$ cat src/hdl/nsc_pkg.sv
// Package for the NMEA sentence checker: item and result types, character
// constants, register indexes and reset values. No dependencies.
package nsc_pkg;

    localparam int DEF_MAX_LEN     = 128;
    localparam int DEF_QUEUE_DEPTH = 2;

    localparam int CFG_W   = 6;
    localparam int CFG_IDX_W = 2;
    localparam int FIELD_W = 6;

    localparam logic [CFG_IDX_W-1:0] CFG_GLL_IDX = 2'd0;
    localparam logic [CFG_IDX_W-1:0] CFG_GGA_IDX = 2'd1;
    localparam logic [CFG_IDX_W-1:0] CFG_RMC_IDX = 2'd2;

    localparam logic [CFG_W-1:0] GLL_COUNT_RST = 6'd5;
    localparam logic [CFG_W-1:0] GGA_COUNT_RST = 6'd14;
    localparam logic [CFG_W-1:0] RMC_COUNT_RST = 6'd11;

    localparam logic [FIELD_W-1:0] FIELD_MAX = 6'd63;

    localparam logic [7:0] CHAR_DOLLAR = 8'h24;
    localparam logic [7:0] CHAR_G      = 8'h47;
    localparam logic [7:0] CHAR_P      = 8'h50;
    localparam logic [7:0] CHAR_STAR   = 8'h2A;
    localparam logic [7:0] CHAR_COMMA  = 8'h2C;
    localparam logic [7:0] CHAR_0      = 8'h30;
    localparam logic [7:0] CHAR_9      = 8'h39;
    localparam logic [7:0] CHAR_UA     = 8'h41;
    localparam logic [7:0] CHAR_UF     = 8'h46;
    localparam logic [7:0] CHAR_UZ     = 8'h5A;
    localparam logic [7:0] CHAR_LA     = 8'h61;
    localparam logic [7:0] CHAR_LF     = 8'h66;

    // sentence tags, first letter in the top byte
    localparam logic [23:0] TAG_GLL = 24'h474C4C;
    localparam logic [23:0] TAG_GGA = 24'h474741;
    localparam logic [23:0] TAG_RMC = 24'h524D43;

    // positions within the line
    localparam int POS_LETTERS = 3;
    localparam int POS_COMMA   = 6;

    typedef enum logic [1:0] {
        FMT_NONE = 2'd0,
        FMT_GLL  = 2'd1,
        FMT_GGA  = 2'd2,
        FMT_RMC  = 2'd3
    } fmt_t;

    typedef struct packed {
        logic [7:0] char_byte;
        logic       line_end;
        logic       is_hex;
        logic [3:0] hex_nib;
        logic       is_upper;
        logic       is_dollar;
        logic       is_star;
        logic       is_comma;
    } nsc_item_t;

    typedef struct packed {
        logic               structure_ok;
        logic               checksum_ok;
        logic [7:0]         computed_sum;
        logic [7:0]         received_sum;
        fmt_t               format_code;
        logic [FIELD_W-1:0] field_count;
        logic               fields_ok;
        logic               accepted;
    } nsc_result_t;

endpackage

$ cat src/hdl/nsc_back.sv
// Line checker of the NMEA sentence checker: walks the classified characters,
// keeps the per-line state and the field count registers, and holds the
// verdict in an output register. Depends on nsc_pkg.
module nsc_back #(
    parameter int MAX_LEN = nsc_pkg::DEF_MAX_LEN
) (
    input  logic                              clk,
    input  logic                              rst_n,
    input  logic                              cfg_we,
    input  logic [nsc_pkg::CFG_IDX_W-1:0]     cfg_index,
    input  logic [nsc_pkg::CFG_W-1:0]         cfg_data,
    input  logic                              q_not_empty,
    input  nsc_pkg::nsc_item_t                q_item,
    output logic                              q_pop,
    input  logic                              out_ready,
    output logic                              out_valid,
    output nsc_pkg::nsc_result_t              res
);
    import nsc_pkg::*;

    localparam int POS_W = $clog2(MAX_LEN + 1);
    localparam logic [POS_W-1:0] MAX_POS  = POS_W'(MAX_LEN);
    localparam logic [POS_W-1:0] POS_L0   = POS_W'(POS_LETTERS);
    localparam logic [POS_W-1:0] POS_L1   = POS_W'(POS_LETTERS + 1);
    localparam logic [POS_W-1:0] POS_L2   = POS_W'(POS_LETTERS + 2);
    localparam logic [POS_W-1:0] POS_CMA  = POS_W'(POS_COMMA);
    localparam logic [POS_W-1:0] POS_P1   = POS_W'(1);
    localparam logic [POS_W-1:0] POS_P2   = POS_W'(2);

    logic [CFG_W-1:0]   gll_cnt_reg, gga_cnt_reg, rmc_cnt_reg;

    logic [POS_W-1:0]   pos_reg, pos_next;
    logic               flag_reg, flag_next;
    logic [7:0]         xor_reg, xor_next;
    logic               star_reg, star_next;
    logic [1:0]         digits_reg, digits_next;
    logic [7:0]         hex_reg, hex_next;
    logic [23:0]        tag_reg, tag_next;
    logic [FIELD_W-1:0] field_reg, field_next;

    logic               out_valid_reg, out_valid_next;
    nsc_result_t        res_reg, res_next;

    logic               pop_end;
    logic               bump;
    logic               do_xor;
    logic               sok;
    logic               cok;
    fmt_t               fmt;
    logic [CFG_W-1:0]   expect_cnt;

    assign out_valid = out_valid_reg;
    assign res       = res_reg;

    // a line end waits until the output register is free
    assign q_pop   = q_not_empty && (!q_item.line_end || !out_valid_reg || out_ready);
    assign pop_end = q_pop && q_item.line_end;

    always_comb
    begin
        sok = flag_reg && star_reg && (digits_reg == 2'd2);
        cok = sok && (xor_reg == hex_reg);
        fmt = FMT_NONE;
        expect_cnt = '0;
        if (tag_reg == TAG_GLL)
        begin
            fmt = FMT_GLL;
            expect_cnt = gll_cnt_reg;
        end
        else if (tag_reg == TAG_GGA)
        begin
            fmt = FMT_GGA;
            expect_cnt = gga_cnt_reg;
        end
        else if (tag_reg == TAG_RMC)
        begin
            fmt = FMT_RMC;
            expect_cnt = rmc_cnt_reg;
        end
        res_next.structure_ok = sok;
        res_next.checksum_ok  = cok;
        res_next.computed_sum = xor_reg;
        res_next.received_sum = hex_reg;
        res_next.format_code  = fmt;
        res_next.field_count  = field_reg;
        res_next.fields_ok    = (fmt != FMT_NONE) && (field_reg == expect_cnt);
        res_next.accepted     = sok && cok && res_next.fields_ok;
    end

    always_comb
    begin
        pos_next    = pos_reg;
        flag_next   = flag_reg;
        xor_next    = xor_reg;
        star_next   = star_reg;
        digits_next = digits_reg;
        hex_next    = hex_reg;
        tag_next    = tag_reg;
        field_next  = field_reg;
        bump        = 1'b0;
        do_xor      = 1'b0;

        if (pop_end)
        begin
            pos_next    = '0;
            flag_next   = 1'b1;
            xor_next    = '0;
            star_next   = 1'b0;
            digits_next = '0;
            hex_next    = '0;
            tag_next    = '0;
            field_next  = '0;
        end
        else if (q_pop)
        begin
            if (pos_reg >= MAX_POS)
            begin
                // overlong line: mark and drop
                flag_next = 1'b0;
            end
            else
            begin
                pos_next = pos_reg + 1'b1;
                if (pos_reg < POS_L0)
                begin
                    if (pos_reg == '0 && !q_item.is_dollar)
                        flag_next = 1'b0;
                    if (pos_reg == POS_P1 && q_item.char_byte != CHAR_G)
                        flag_next = 1'b0;
                    if (pos_reg == POS_P2 && q_item.char_byte != CHAR_P)
                        flag_next = 1'b0;
                    do_xor = (pos_reg != '0);
                end
                else if (pos_reg < POS_CMA)
                begin
                    if (!q_item.is_upper)
                        flag_next = 1'b0;
                    if (pos_reg == POS_L0)
                        tag_next[23:16] = q_item.char_byte;
                    if (pos_reg == POS_L1)
                        tag_next[15:8] = q_item.char_byte;
                    if (pos_reg == POS_L2)
                        tag_next[7:0] = q_item.char_byte;
                    do_xor = 1'b1;
                end
                else if (pos_reg == POS_CMA)
                begin
                    if (!q_item.is_comma)
                        flag_next = 1'b0;
                    do_xor = 1'b1;
                end
                else
                begin
                    if (q_item.is_dollar)
                        flag_next = 1'b0;
                    if (star_reg)
                    begin
                        if (!q_item.is_hex || digits_reg == 2'd2)
                        begin
                            flag_next = 1'b0;
                        end
                        else
                        begin
                            hex_next    = {hex_reg[3:0], q_item.hex_nib};
                            digits_next = digits_reg + 1'b1;
                        end
                    end
                    else if (q_item.is_star)
                    begin
                        star_next = 1'b1;
                        bump      = 1'b1;
                    end
                    else
                    begin
                        bump   = q_item.is_comma;
                        do_xor = 1'b1;
                    end
                end
            end
            if (do_xor)
                xor_next = xor_reg ^ q_item.char_byte;
            if (bump && field_reg != FIELD_MAX)
                field_next = field_reg + 1'b1;
        end
    end

    always_comb
    begin
        out_valid_next = out_valid_reg;
        if (pop_end)
            out_valid_next = 1'b1;
        else if (out_ready)
            out_valid_next = 1'b0;
    end

    always_ff @(posedge clk or negedge rst_n)
    begin
        if (!rst_n)
        begin
            gll_cnt_reg   <= GLL_COUNT_RST;
            gga_cnt_reg   <= GGA_COUNT_RST;
            rmc_cnt_reg   <= RMC_COUNT_RST;
            pos_reg       <= '0;
            flag_reg      <= 1'b1;
            xor_reg       <= '0;
            star_reg      <= 1'b0;
            digits_reg    <= '0;
            hex_reg       <= '0;
            tag_reg       <= '0;
            field_reg     <= '0;
            out_valid_reg <= 1'b0;
        end
        else
        begin
            if (cfg_we)
            begin
                case (cfg_index)
                    CFG_GLL_IDX: gll_cnt_reg <= cfg_data;
                    CFG_GGA_IDX: gga_cnt_reg <= cfg_data;
                    CFG_RMC_IDX: rmc_cnt_reg <= cfg_data;
                    default: ;
                endcase
            end
            pos_reg       <= pos_next;
            flag_reg      <= flag_next;
            xor_reg       <= xor_next;
            star_reg      <= star_next;
            digits_reg    <= digits_next;
            hex_reg       <= hex_next;
            tag_reg       <= tag_next;
            field_reg     <= field_next;
            out_valid_reg <= out_valid_next;
        end
    end

    always_ff @(posedge clk)
    begin
        if (pop_end)
            res_reg <= res_next;
    end

    a_line_cleared: assert property (@(posedge clk) disable iff (!rst_n)
        pop_end |=> (pos_reg == '0 && flag_reg && !star_reg && field_reg == '0))
        else $error("line state not cleared after line end");

    a_accept_implies: assert property (@(posedge clk) disable iff (!rst_n)
        out_valid_reg |-> (!res_reg.accepted ||
            (res_reg.structure_ok && res_reg.checksum_ok && res_reg.fields_ok)))
        else $error("accepted without all checks passing");

    a_hex_after_star: assert property (@(posedge clk) disable iff (!rst_n)
        !star_reg |-> (digits_reg == '0 && hex_reg == '0))
        else $error("checksum digits taken before star");

    a_pos_bound: assert property (@(posedge clk) disable iff (!rst_n)
        pos_reg <= MAX_POS)
        else $error("character position past line limit");

endmodule

$ cat config.mk
export PLATFORM = sky130hd
export DESIGN_NAME = nsc_back
export DESIGN_NICKNAME = d
export VERILOG_FILES = /design/src/hdl/nsc_pkg.sv /design/src/hdl/nsc_back.sv
export SDC_FILE = /design/constraint.sdc
export NUM_CORES = 1
export LEC_CHECK = 0
export ABC_AREA = 1
export BUFFER_PORTS_ARGS = -buffer_cell sky130_fd_sc_hd__buf_4
export CAP_MARGIN = 15
export CORE_UTILIZATION = 35
export CTS_CLUSTER_SIZE = 10
export DETAILED_ROUTE_END_ITERATION = 10
export GPL_ROUTABILITY_DRIVEN = 1
export RECOVER_POWER = 25
export REMOVE_ABC_BUFFERS = 1
export SYNTH_ARGS = -nofsm -noshare
export SYNTH_HDL_FRONTEND = slang
export SYNTH_SLANG_ARGS = --single-unit
$ cat constraint.sdc
create_clock -name clk -period 3.3 [get_ports clk]
set_clock_uncertainty 0.2 [all_clocks]
set_input_delay 0.165 -clock clk [delete_from_list [all_inputs] [get_ports clk]]
set_output_delay 0.165 -clock clk [all_outputs]
set_load 0.05 [all_outputs]
==> impl_metrics.json <==
{
  "yosysWarnings": 0,
  "antenna_found_initial": 0,
  "grt_pass1_wl_mm": 19.6,
  "cts_buffers": 9,
  "start_kind": "input pin",
  "path_max_fanout": 38,
  "detail-route-antenna-nets": 0,
  "maxCapViolations": 0,
  "drive_gt1_frac": 0.164,
  "die_height_um": 124,
  "seqPwrFrac": 0.478,
  "die_w_um": 124,
  "grt_overflow_total": 0,
  "drc": 1,
  "stdcell_count": 844,
  "seq_area_um2": 2780,
  "gp_congestion": 0.867,
  "cts_tree": "done",
  "dpl.hpwl_mm": 8.78,
  "ys.flop_type": "dfrtp_1",
  "worst_slack_ns": 1.04,
  "synth_edf_count": 28,
  "dr.pass1.iters": 8,
  "syn_inst": 577,
  "hold_viol": 0,
  "p_per_area_nw_per_um2": 611,
  "cts.clk_slew.worst_paths_ns": 0.07,
  "largest_reg_flops": 28,
  "dr.first_iter.drc_count": 311,
  "ys_types": 47,
  "htree_levels": 3,
  "required_ns": 3.38,
  "dpl.cell_count": 810,
  "outcome": "finished with violations",
  "finalMaxSlewViolations": 0,
  "r2r_end": "res[0]$_DFFE_PP_",
  "path_class": "input pin to register",
  "fill_cells": 1406,
  "grt_pass1_vias": 3970,
  "start_util": 0.357,
  "cts-root-buf": "clkbuf_16",
  "worstMarginPinSlew_ns": 1.01,
  "internal_power_mw": 2.52,
  "worstSetupEndpointType": "register",
  "dieArea_um2": 15300,
  "cts_resized": 0,
  "synth_seq_area_share": 0.538,
  "switching_share": 0.333,
  "setup_viol": 0,
  "relSlewSlack": 0.329,
  "clock_power_share": 0.280,
  "fmax_mhz": 443,
  "period_needed_ns": 2.26,
  "netlist_area_um2": 5170,
  "antennaDiodeCount": 0,
  "crit_end": "flag_reg$_DFFE_PN1P_",
  "p_comb_frac": 0.242,
  "r2r_slack_ns": 1.08,
  "grt_max_degree": 78,
  "routed_wl_mm": 12.0,
  "core_um2": 14500,
  "final.period_utilization": 0.684,
  "core.rowCount": 44,
  "synth.avg_cell_area_um2": 8.96,
  "violations": "DRC",
  "io_pins": 61,
  "leakage_nw": 2.79,
  "crit_start": "q_item[9]",
  "final_nets": 692,
  "p_switching_mw": 1.26,
  "worst-r2r-cell-count": 11,
  "cp.arrival_ns": 2.34,
  "cts_sinks": 105,
  "async_flop_share": 0.733,
  "syn_to_final_growth_pct": 19.8,
  "ir_drop_v": 0.000322,
  "place_ws_ns": 1.10,
  "rsz0062_at_grt": "false",
  "drt-vias-per-instance": 4.94,
  "insertion_delay_ns": 0.35,
  "post_drt_wl_per_cell_um": 14.3,
  "portBuffers": 60,
  "dr_total_vias": 4167,
  "synth-seq-cells": 105,
  "cts.path.max_buffers": 2,
  "multi_input_area_um2": 2030,
  "grt_usage": 0.168,
  "hp-class": "input pin to register",
  "rr_startpoint": "tag_reg[15]$_DFFE_PN0P_"
}
stage by stage:
step	total power, mW	hold WS, ns	area (um2)	utilization	TNS [ns]
CTS	3.84	0.00408	6270	0.433	0
detailed placement	2.75	0.186	5800	0.400	0
floorplan	2.46	-0.331	5100	-	-0.0951
global route	4.02	0.0222	6190	0.428	0
global placement	2.72	0.164	5800	0.400	0
finish	3.79	0.0128	6190	0.428	0
worst max-delay path, cell delays in order:
cell and delay (ns):
dlygate4sd3_1 0.54, buf_4 0.11, nand2_1 0.05, o21a_2 0.25, nand2_1 0.11, buf_4 0.38
nand2_1 0.16, o31ai_1 0.33, inv_1 0.08, nand3_1 0.09, o21ai_1 0.06
layer usage:
| layer | share of wire | GRT usage |
|---|---|---|
| met1 | 0.46 | 0.219 |
| met2 | 0.48 | 0.274 |
| met3 | 0.042 | 0.0277 |
| met4 | 0.023 | 0.0745 |
| met5 | 0 | 0 |
synth_stat cells, types with 3 or more instances:
cell / n / share of area
nand2_1: 110 / 0.080
o21ai_0: 48 / 0.046
nor4_1: 3 / 0.0036
nor3b_2: 8 / 0.019
nor2_2: 4 / 0.0048
inv_2: 9 / 0.0065
inv_1: 70 / 0.051
nor3_1: 13 / 0.013
buf_2: 5 / 0.0048
buf_4: 3 / 0.0044
o21ai_1: 27 / 0.026
nand4_1: 7 / 0.0085
clkbuf_1: 4 / 0.0029
nand2_2: 9 / 0.011
dfstp_2: 9 / 0.046
nor2_4: 5 / 0.011
a21oi_1: 9 / 0.0087
ha_1: 6 / 0.015
dfrtp_1: 68 / 0.33
o22ai_1: 7 / 0.0085
nand3_1: 60 / 0.058
nor2_1: 34 / 0.025
edfxtp_1: 28 / 0.16
cell usage in the layout, fill, tap and decap left out, types with 7 or more instances in the layout:
cell type      instances
nor3_1                13
dlygate4sd3_1         18
inv_1                 70
nand3_1               60
edfxtp_1              28
dfrtp_1               68
nand2_2                9
clkbuf_16              9
nor3b_2                8
nor2_1                34
a21oi_1                9
nand2_1              110
buf_4                 35
o21ai_1               27
clkbuf_4               7
inv_2                  9
o22ai_1                7
nand4_1                7
clkbuf_1              23
o21ai_0               48
cell type report:
class | count | share of cell area
flip-flops and latches | 105 | 0.449
clock inverters | 4 | 0.00869
well taps | 184 | 0.0372
multi-input cells | 380 | 0.327
inverters | 79 | 0.0479
repair buffers | 80 | 0.0921
clock buffers | 12 | 0.0382
how the worst min path moves through the flow:
stage / from / to / slack, ns / depth (start not counted)
after floorplan: rst_n / digits_reg[0]$_DFFE_PN0P_ / -0.33 / 0
after global placement: out_ready / out_valid$_DFFE_PN0P_ / 0.16 / 2
after detailed placement: out_ready / out_valid$_DFFE_PN0P_ / 0.19 / 2
after CTS: q_item[11] / tag_reg[9]$_DFFE_PN0P_ / 0.004 / 3
after global routing: q_item[11] / tag_reg[9]$_DFFE_PN0P_ / 0.02 / 3
final: q_item[10] / tag_reg[8]$_DFFE_PN0P_ / 0.01 / 3
power groups by stage:
| stage | logic [mW] | clock network (mW) | registers, mW |
|---|---|---|---|
| 2_1_floorplan | 0.591 | 0 | 1.87 |
| 3_3_place_gp | 0.899 | 0 | 1.82 |
| 3_5_place_dp | 0.920 | 0 | 1.83 |
| 4_1_cts | 0.941 | 1.09 | 1.81 |
| 5_1_grt | 1.04 | 1.13 | 1.84 |
| 6_report | 0.916 | 1.06 | 1.81 |
logic make-up after synthesis:
group	Yosys count	synth area share
AND/OR/NAND/NOR	270	0.263
flip-flops	105	0.538
AO/OA/AOI/OAI	102	0.111
buffers and inverters	92	0.0702
adder cells (fa/ha/maj)	6	0.0145
XOR/XNOR	2	0.00339
repair_timing:
action,CTS,global route
endpoints found under the hold margin,104,0
hold buffers,18,0
buffers inserted,0,0
Note: power is estimated with default switching activity, not from simulation.
